--- src/design/vcsl_pkg.sv ---
`default_nettype none

package vcsl_pkg;

    localparam int VEL_W   = 32;
    localparam int MS_W    = 16;
    localparam int CFG_W   = 31;
    localparam int IDX_W   = 2;
    localparam int REACH_W = MS_W + CFG_W;

    localparam logic [IDX_W-1:0] REG_SMOOTHING_ENABLE = 2'd0;
    localparam logic [IDX_W-1:0] REG_ZERO_AS_DUTY     = 2'd1;
    localparam logic [IDX_W-1:0] REG_RATE_PER_MS      = 2'd2;
    localparam logic [IDX_W-1:0] REG_MIN_CHANGE       = 2'd3;

    localparam logic [CFG_W-1:0] RATE_PER_MS_RESET = 31'd65536;
    localparam logic [CFG_W-1:0] MIN_CHANGE_RESET  = 31'd655;

    typedef struct packed {
        logic signed [VEL_W-1:0] commanded_velocity;
        logic [MS_W-1:0]         elapsed_ms;
    } in_t;

    typedef struct packed {
        logic                    send;
        logic                    duty_zero;
        logic signed [VEL_W-1:0] velocity_out;
    } out_t;

    typedef struct packed {
        logic             smoothing_enable;
        logic             zero_as_duty;
        logic [CFG_W-1:0] rate_per_ms;
        logic [CFG_W-1:0] min_change;
    } cfg_t;

endpackage

`default_nettype wire

--- src/design/vcsl_cfg.sv ---
`default_nettype none

module vcsl_cfg (
    input  wire logic                       aclk,
    input  wire logic                       aresetn,
    input  wire logic                       cfg_wr_en,
    input  wire logic [vcsl_pkg::IDX_W-1:0] cfg_index,
    input  wire logic [vcsl_pkg::CFG_W-1:0] cfg_wdata,
    output vcsl_pkg::cfg_t                  cfg
);
    import vcsl_pkg::*;

    cfg_t cfg_reg;
    cfg_t cfg_next;

    always_comb begin
        cfg_next = cfg_reg;
        if (cfg_wr_en) begin
            unique case (cfg_index)
                REG_SMOOTHING_ENABLE: cfg_next.smoothing_enable = cfg_wdata[0];
                REG_ZERO_AS_DUTY:     cfg_next.zero_as_duty     = cfg_wdata[0];
                REG_RATE_PER_MS:      cfg_next.rate_per_ms      = cfg_wdata;
                REG_MIN_CHANGE:       cfg_next.min_change       = cfg_wdata;
            endcase
        end
    end

    always_ff @(posedge aclk) begin
        if (!aresetn) begin
            cfg_reg.smoothing_enable <= 1'b1;
            cfg_reg.zero_as_duty     <= 1'b1;
            cfg_reg.rate_per_ms      <= RATE_PER_MS_RESET;
            cfg_reg.min_change       <= MIN_CHANGE_RESET;
        end else begin
            cfg_reg <= cfg_next;
        end
    end

    assign cfg = cfg_reg;

endmodule

`default_nettype wire

--- src/design/vcsl_core.sv ---
`default_nettype none

module vcsl_core (
    input  wire logic      aclk,
    input  wire logic      aresetn,
    input  wire logic      advance,
    input  wire vcsl_pkg::in_t  item,
    input  wire vcsl_pkg::cfg_t cfg,
    output vcsl_pkg::out_t result
);
    import vcsl_pkg::*;

    logic [VEL_W-1:0]   smoothed_reg;
    logic [VEL_W-1:0]   smoothed_next;
    logic [VEL_W-1:0]   last_sent_reg;
    logic [VEL_W-1:0]   last_sent_next;

    logic [VEL_W-1:0]   cmd;
    logic [REACH_W-1:0] reach;
    logic [VEL_W:0]     dist_s;
    logic [VEL_W:0]     dist_abs;
    logic               snap;
    logic [VEL_W:0]     stepped;
    logic [VEL_W-1:0]   slewed;
    logic [VEL_W-1:0]   v;
    logic [VEL_W:0]     chg_s;
    logic [VEL_W:0]     chg;
    logic               v_zero;
    logic               new_zero;
    logic               big_change;
    logic               send;

    always_comb begin
        cmd      = item.commanded_velocity;
        reach    = REACH_W'(item.elapsed_ms) * REACH_W'(cfg.rate_per_ms);
        dist_s   = {cmd[VEL_W-1], cmd} - {smoothed_reg[VEL_W-1], smoothed_reg};
        dist_abs = dist_s[VEL_W] ? (~dist_s + 1'b1) : dist_s;
        snap     = reach >= REACH_W'(dist_abs);
        // not snapped: reach < distance, so it fits in 33 bits
        if (dist_s[VEL_W]) begin
            stepped = {smoothed_reg[VEL_W-1], smoothed_reg} - reach[VEL_W:0];
        end else begin
            stepped = {smoothed_reg[VEL_W-1], smoothed_reg} + reach[VEL_W:0];
        end
        slewed = snap ? cmd : stepped[VEL_W-1:0];
        v      = cfg.smoothing_enable ? slewed : cmd;

        chg_s      = {v[VEL_W-1], v} - {last_sent_reg[VEL_W-1], last_sent_reg};
        chg        = chg_s[VEL_W] ? (~chg_s + 1'b1) : chg_s;
        v_zero     = (v == '0);
        new_zero   = v_zero && (last_sent_reg != '0);
        big_change = chg >= (VEL_W+1)'(cfg.min_change);
        send       = new_zero || big_change;

        result.send         = send;
        result.duty_zero    = send && cfg.zero_as_duty && v_zero;
        result.velocity_out = (send && !(cfg.zero_as_duty && v_zero)) ? v : '0;

        smoothed_next  = (advance && cfg.smoothing_enable) ? slewed : smoothed_reg;
        last_sent_next = (advance && send) ? v : last_sent_reg;
    end

    always_ff @(posedge aclk) begin
        if (!aresetn) begin
            smoothed_reg  <= '0;
            last_sent_reg <= '0;
        end else begin
            smoothed_reg  <= smoothed_next;
            last_sent_reg <= last_sent_next;
        end
    end

endmodule

`default_nettype wire

--- src/design/velocity_command_slew_limiter_unit.sv ---
// Path: an accepted request waits in the input register, then loads the result
//   register when the output is empty or m_ready is high.
// Throughput: 1 request per cycle while m_ready is high; the slew and deadband state updates in one pass.
// Reset (aresetn low, synchronous): both registers empty, smoothed and last sent
//   velocity zero, configuration to its reset values.
`default_nettype none

module velocity_command_slew_limiter_unit (
    input  wire logic                       aclk,
    input  wire logic                       aresetn,
    input  wire logic                       s_valid,
    output logic                            s_ready,
    input  wire vcsl_pkg::in_t              s_payload,
    output logic                            m_valid,
    input  wire logic                       m_ready,
    output vcsl_pkg::out_t                  m_payload,
    input  wire logic                       cfg_wr_en,
    input  wire logic [vcsl_pkg::IDX_W-1:0] cfg_index,
    input  wire logic [vcsl_pkg::CFG_W-1:0] cfg_wdata
);
    import vcsl_pkg::*;

    cfg_t cfg;
    in_t  in_data_reg;
    logic in_valid_reg;
    logic in_valid_next;
    out_t out_data_reg;
    logic out_valid_reg;
    logic out_valid_next;
    out_t result;
    logic advance;

    vcsl_cfg u_cfg (
        .aclk      (aclk),
        .aresetn   (aresetn),
        .cfg_wr_en (cfg_wr_en),
        .cfg_index (cfg_index),
        .cfg_wdata (cfg_wdata),
        .cfg       (cfg)
    );

    vcsl_core u_core (
        .aclk    (aclk),
        .aresetn (aresetn),
        .advance (advance),
        .item    (in_data_reg),
        .cfg     (cfg),
        .result  (result)
    );

    assign advance = in_valid_reg && (!out_valid_reg || m_ready);
    assign s_ready = !in_valid_reg || advance;

    always_comb begin
        in_valid_next  = (s_valid && s_ready) || (in_valid_reg && !advance);
        out_valid_next = advance || (out_valid_reg && !m_ready);
    end

    always_ff @(posedge aclk) begin
        if (!aresetn) begin
            in_valid_reg  <= 1'b0;
            out_valid_reg <= 1'b0;
        end else begin
            in_valid_reg  <= in_valid_next;
            out_valid_reg <= out_valid_next;
        end
    end

    always_ff @(posedge aclk) begin
        if (s_valid && s_ready) begin
            in_data_reg <= s_payload;
        end
        if (advance) begin
            out_data_reg <= result;
        end
    end

    assign m_valid   = out_valid_reg;
    assign m_payload = out_data_reg;

endmodule

`default_nettype wire

--- config.mk ---
export PLATFORM = sky130hd
export DESIGN_NAME = velocity_command_slew_limiter_unit
export DESIGN_NICKNAME = d
export VERILOG_FILES = /design/src/design/vcsl_pkg.sv /design/src/design/vcsl_cfg.sv /design/src/design/vcsl_core.sv /design/src/design/velocity_command_slew_limiter_unit.sv
export SDC_FILE = /design/constraint.sdc
export NUM_CORES = 2
export LEC_CHECK = 0
export BUFFER_PORTS_ARGS = -buffer_cell sky130_fd_sc_hd__buf_2
export CORE_MARGIN = 2
export CORE_UTILIZATION = 35
export CTS_CLUSTER_DIAMETER = 120
export DETAILED_ROUTE_END_ITERATION = 12
export GPL_ROUTABILITY_DRIVEN = 0
export PLACE_DENSITY = 0.64
export SYNTH_ARGS = -nofsm -noshare
export SYNTH_HDL_FRONTEND = slang
export SYNTH_SLANG_ARGS = --single-unit
--- constraint.sdc ---
create_clock -name aclk -period 14.9 [get_ports aclk]
set_input_delay 2.98 -clock aclk [delete_from_list [all_inputs] [get_ports aclk]]
set_output_delay 2.98 -clock aclk [all_outputs]
set_load 0.01 [all_outputs]
# After elaboration in Yosys (flattened, before gate mapping)
# Index checks and enable logic that the tools add are counted.
[word_totals]
out_inout_bits = 36
wordCells = 60
ff_bits = 212
inputBits = 86
[op_classes]
add_sub_neg = 6
n_reduce_logical = 28
n_eq_ne = 3
multipliers = 1
muxes = 5
order_cmp = 2
bitwise = 2
[op_table]
columns = ["operator", "count"]
rows = [
  ["$mux W32", 3],
  ["$add A33 B1 Y33 const B", 2],
  ["$mux W33", 2],
  ["$not A33 Y33", 2],
  ["$sub A32 B32 Y33", 2],
  ["$ge A47 B33 Y1", 1],
  ["$mul A16 B31 Y47", 1],
  ["$ge A33 B31 Y1", 1],
  ["$add A32 B32 Y32", 1],
  ["$logic_not A32 Y1", 1],
  ["$reduce_bool A32 Y1", 1],
  ["$sub A32 B32 Y32", 1],
  ["$logic_and A1 B1 Y1", 11],
  ["$reduce_and A2 Y1", 4],
  ["$logic_not A1 Y1", 5],
  ["$logic_or A1 B1 Y1", 5],
  ["$eq A2 B2 Y1 const B", 2],
  ["$eq A2 B1 Y1 const B", 1],
  ["$logic_not A2 Y1", 1],
]

# Depth between registers and ports, before layout
[logic_depth]
depth_word = 15
ltp_mapped = 66
depth_no_buf = 59

# Cells and area by module
# A second synthesis with hierarchy kept.
[unflattened]
cells_unflattened = 4087
area_unflattened_um2 = 34461.8
[modules_own_cells]
columns = ["module", "seq_area_each_um2", "n_inst", "area_each_um2", "cells_each"]
rows = [
  ["vcsl_core", 1281.2, 1, 29349.4, 3740],
  ["velocity_command_slew_limiter_unit", 2502.4, 1, 2566.2, 91],
  ["vcsl_cfg", 1281.2, 1, 2546.2, 256],
]

# Worst setup path before layout
# OpenSTA, ideal clock, no wires.
[synth_timing]
path_kind = "register -> register"
startpoint = "register in_data_reg[4] in the netlist's numbering"
endpoint = "register out_data_reg (netlist bit m_payload[16]) (data pin)"
period_less_slack_ns = 14.040
t_arrival_ns = 13.787
path_slack_ns = 0.860
stages_incl_launch_ff = 61
setup_ns = 0.254
required_ns = 14.646
n_path_buf = 7
path_cell_list = "edfxtp_1 clkbuf_1 and2_1 fa_1 inv_1 fa_1 fa_1 inv_1 fa_1 fa_1 inv_1 fa_1 inv_1 ha_1 clkbuf_1 nand3_1 nor3_1 nand2_1 [25 not listed] and2_1 a21oi_1 xnor2_1 ha_1 a21o_1 a21o_1 a21o_1 a21oi_1 nor2_1 a311oi_1 nor2_1 a211oi_1 or4b_1 a32o_2 o2bb2ai_1 buf_2 buf_4 nor2b_1"
[synth_via]
elab_cells_between_ends = 18
classes_between = "add/sub: 4; mul: 1; order compare: 2; mux: 4; bitwise: 1; reduce/logical: 6"
[synth_lines]
columns = ["item", "line_no", "text"]
rows = [
  ["start: declaration", "velocity_command_slew_limiter_unit.sv:24", "in_t in_data_reg;"],
  ["start signal: assignment", "velocity_command_slew_limiter_unit.sv:71", "in_data_reg <= s_payload;"],
  ["$mul A16 B31 Y47 *", "vcsl_core.sv:35", "reach = REACH_W'(item.elapsed_ms) * REACH_W'(cfg.rate_per_ms);"],
  ["$ge A47 B33 Y1 *", "vcsl_core.sv:38", "snap = reach >= REACH_W'(dist_abs);"],
  ["$mux W32 *", "vcsl_core.sv:45", "slewed = snap ? cmd : stepped[VEL_W-1:0];"],
  ["$mux W32 *", "vcsl_core.sv:46", "v = cfg.smoothing_enable ? slewed : cmd;"],
  ["named net u_core.v[1]", "vcsl_core.sv:25", "logic [VEL_W-1:0] v;"],
  ["$sub A32 B32 Y33", "vcsl_core.sv:48", "chg_s = {v[VEL_W-1], v} - {last_sent_reg[VEL_W-1], last_sent_reg};"],
  ["$not A33 Y33", "vcsl_core.sv:49", "chg = chg_s[VEL_W] ? (~chg_s + 1'b1) : chg_s;"],
  ["$add A33 B1 Y33", "vcsl_core.sv:49", ""],
  ["$mux W33", "vcsl_core.sv:49", ""],
  ["$ge A33 B31 Y1", "vcsl_core.sv:52", "big_change = chg >= (VEL_W+1)'(cfg.min_change);"],
  ["$logic_or A1 B1 Y1", "vcsl_core.sv:53", "send = new_zero || big_change;"],
  ["$logic_and A1 B1 Y1 *", "vcsl_core.sv:57", "result.velocity_out = (send && !(cfg.zero_as_duty && v_zero)) ? v : '0;"],
  ["end signal: assignment", "velocity_command_slew_limiter_unit.sv:74", "out_data_reg <= result;"],
  ["end: declaration", "velocity_command_slew_limiter_unit.sv:27", "out_t out_data_reg;"],
]
# The timed path passes the listed nets; every way through them passes the cells marked *.
# A chain may end at the register's enable or synchronous reset.

# Worst setup path in the final report
[layout_timing]
startpoint = "register in_data_reg[9] in the netlist's numbering"
endpoint = "register u_core.last_sent_reg[29]"
[layout_via]
elab_chain_cells = 12
elab_cells_between_ends = 16
classes_between = "add/sub: 4; mul: 1; order compare: 2; mux: 4; bitwise: 1; reduce/logical: 4"
[layout_lines]
columns = ["item", "line_no", "text"]
rows = [
  ["$mul A16 B31 Y47 *", "vcsl_core.sv:35", ""],
  ["$add A32 B32 Y32 or $sub A32 B32 Y32 (tied branches)", "vcsl_core.sv:43, vcsl_core.sv:41", ""],
  ["$mux W32", "vcsl_core.sv:40", "if (dist_s[VEL_W]) begin"],
  ["$mux W32 *", "vcsl_core.sv:45", ""],
  ["$mux W32 *", "vcsl_core.sv:46", ""],
  ["named net u_core.v[10]", "vcsl_core.sv:25", ""],
  ["$sub A32 B32 Y33", "vcsl_core.sv:48", ""],
  ["$not A33 Y33", "vcsl_core.sv:49", ""],
  ["$add A33 B1 Y33", "vcsl_core.sv:49", ""],
  ["$mux W33", "vcsl_core.sv:49", ""],
  ["$ge A33 B31 Y1", "vcsl_core.sv:52", ""],
  ["$logic_or A1 B1 Y1 *", "vcsl_core.sv:53", ""],
  ["$logic_and A1 B1 Y1 *", "vcsl_core.sv:60", "last_sent_next = (advance && send) ? v : last_sent_reg;"],
  ["end signal: assignment", "vcsl_core.sv:69", "last_sent_reg <= last_sent_next;"],
  ["end: declaration", "vcsl_core.sv:15", "logic [VEL_W-1:0] last_sent_reg;"],
]
# Marked as above.

==> flow_summary.yaml <==
die:
  initial_core_util_pct: 35.2
  fp-row-count: 115
  io_pins: 122
  die_h_um: 318
  core-area_um2: 98100
  die-area_um2: 101000
  fp.dieW_um: 318
layout:
  largest_reg_flops: 64
  stdcell_area_um2: 38800
  diodes: 0
  area_delta_synth_final_pct: 12.5
  fin_nets: 5065
  final_cells: 5600
  layout-drive-gt1-share_pct: 13.0
cts:
  h-tree-depth: 1
  cts-root-buf: "clkbuf_16"
  cts_tree: "built"
  numCtsBuffers: 28
  clk_latency_ns: 0.64
  holdBufCountCts: 0
  cts_max_path_buffers: 3
  clk_pin_slew_ns: 0.07
  clkSinkCount: 212
routing:
  first_pass_iters: 6
  drc: 0
  drt_iter0_markers: 2764
  ant_nets: 0
  routed-via-count: 30500
  wirelength_um: 108000
  avgRoutedWirePerCell_um: 19.2
  viasPerCell: 5.44
place:
  dp_hpwl_um: 87200
  port_buffers: 121
  dp.cells: 5534
  placed_area_um2: 37400
pwr:
  peakVddDrop_uv: 165
  p_switching_w: 0.00278
  p_int_w: 0.00275
  power.density_nw_per_um2: 142
  switching_share_pct: 50.3
  p_clk_share_pct: 13.1
  total_power_w: 0.00552
  comb_power_share_pct: 72.6
  p_leak_nw: 17.3
  p_seq_share_pct: 14.3
worst_setup_path:
  critPathArrivalTime_ns: 14.91
  endpoint_kind: "flip-flop"
  cp.required_ns: 15.44
  cp-start-kind: "flip-flop"
  crit_top_cell: "buf_4"
  crit_slowest_cell: "fa_1"
  worst_r2r_path_depth: 59
  slowest_delay_ns: 0.57
  critPathMaxFanout: 20
  path_class: "reg -> reg"
logic_synthesis:
  ys.flop_type: "dfxtp_1"
  syn_inst: 4143
  yosysTopAreaCell: "fa_1"
  synth_fp_nets: 4917
  synth_cell_types: 112
  ys.warnings.count: 0
  ys_ff_latch: 212
  syn_area_per_cell_um2: 8.33
  synth.area.top_cells: "fa_1, ha_1, dfxtp_1, edfxtp_1, nand2_1"
  seq_area_frac_synth_pct: 14.7
  synthTopCellsByCount: "nand2_1, inv_1, fa_1"
  yosysMostFrequentCell: "nand2_1"
  yosysTopAreaCellShare_pct: 23.6
  async_reset_ff_share_pct: 0
  synth_edf_count: 82
  netlist_area_um2: 34500
sta:
  finClkSkew_ns: 0.0392
  worst_hold_slack_ns: 0.458
  fmax_mhz: 69.6
  finalSetupTns_ns: 0
  final-setup-viol-count: 0
  relSlewSlack_pct: 23.7
  maxSlewViolCount: 0
  tightest_slew_ns: 1.14
  min_period_ns: 14.36
  period_share_pct: 96.4
  hold_viol_final: 0
global_route:
  grt_pass1_wl_um: 170000
  grt.total_usage_pct: 21.0
  antenna_found_initial: 2
  grt_pass1_vias: 30200
  overflow: 0
  grt_max_degree: 56
worst_hold_path:
  hold_class: "reg -> reg"
  hold_path_depth: 2
status:
  status: "finished clean"
job:
  maxCapViolCount: 0
==> per-stage QoR <==
stage | setup slack (ns) | util [%]
floorplan | 0.860 | -
global placement | -0.0866 | 38.1
detailed placement | -0.111 | 38.1
CTS | 0.0303 | 39.1
global route | -0.0535 | 39.6
finish | 0.536 | 39.6
==> cell usage in the layout, fill, tap and decap left out, types with 127 or more instances in the layout <==
| cell type | n |
|---|---|
| fa_1 | 407 |
| o21ai_0 | 127 |
| nor2_1 | 172 |
| dfxtp_1 | 129 |
| ha_1 | 276 |
| inv_1 | 584 |
| nand2_1 | 620 |
| buf_4 | 181 |
| and2_1 | 202 |
| a21oi_1 | 237 |
==> routing by layer <==
layer | up-vias | GRT usage, % | share of wire (%)
li1 | 14100 | - | -
met1 | 15000 | 28.9 | 44
met2 | 1156 | 34.1 | 45
met3 | 194 | 3.34 | 7.3
met4 | 2 | 5.88 | 2.9
met5 | - | 0 | 0.0084
==> cells by family (layout without fill, tap and decap cells) <==
kind of cell               after synthesis  in the layout  share of synthesized area [%]
and+or+nand+nor                       1395           1395                           19.7
AOI/OAI and AO/OA                      804            804                           15.7
buffers and inverters                  792            962                           9.37
adders and majority gates              688            688                           33.8
DFF                                    212            212                           14.7
xor gates and xnor gates               181            181                           4.66
muxes                                   71             71                           2.14
==> critical path, delay by kind of cell (launching register included) <==
family	cells	cell delay, ns
AOI/OAI and AO/OA	15	2.75
and+or+nand+nor	19	3.99
DFF	1	0.42
buffers and inverters	11	1.65
xor gates and xnor gates	3	0.50
muxes	1	0.43
adders and majority gates	10	4.48
==> cell type report <==
type	count	area, um^2
clock buffers	36	781
multi-input cells	3139	26600
fillers	9959	59300
clock inverters	16	171
repair buffers	324	2390
well taps	1287	1610
flip-flops and latches	212	5070
inverters	586	2200
==> power groups by stage <==
stage / clock, W / sequential [W] / combinational [W]
finish: 0.000722 / 0.000788 / 0.00401
global route: 0.000754 / 0.000793 / 0.00442
global placement: 0 / 0.000797 / 0.00373
CTS: 0.000738 / 0.000784 / 0.00382
floorplan: 0 / 0.000781 / 0.00269
detailed placement: 0 / 0.000792 / 0.00377
==> repair_timing <==
item,4_1_cts,5_1_grt
setup endpoints to repair,64,66
resized for setup,6,83
pin swaps,0,25
buffers inserted,0,14
==> final timing paths <==
| check | slack (ns) | endpoint | start |
|---|---|---|---|
| worst max register to register | 0.54 | u_core.last_sent_reg[29] | in_data_reg[9] |
| worst max-delay path | 0.54 | u_core.last_sent_reg[29] | in_data_reg[9] |
| worst min register to register | 0.46 | u_cfg.cfg[6] | u_cfg.cfg[6] |
| worst min-delay path | 0.46 | u_cfg.cfg[6] | u_cfg.cfg[6] |
(Power assumes the default switching activity.)
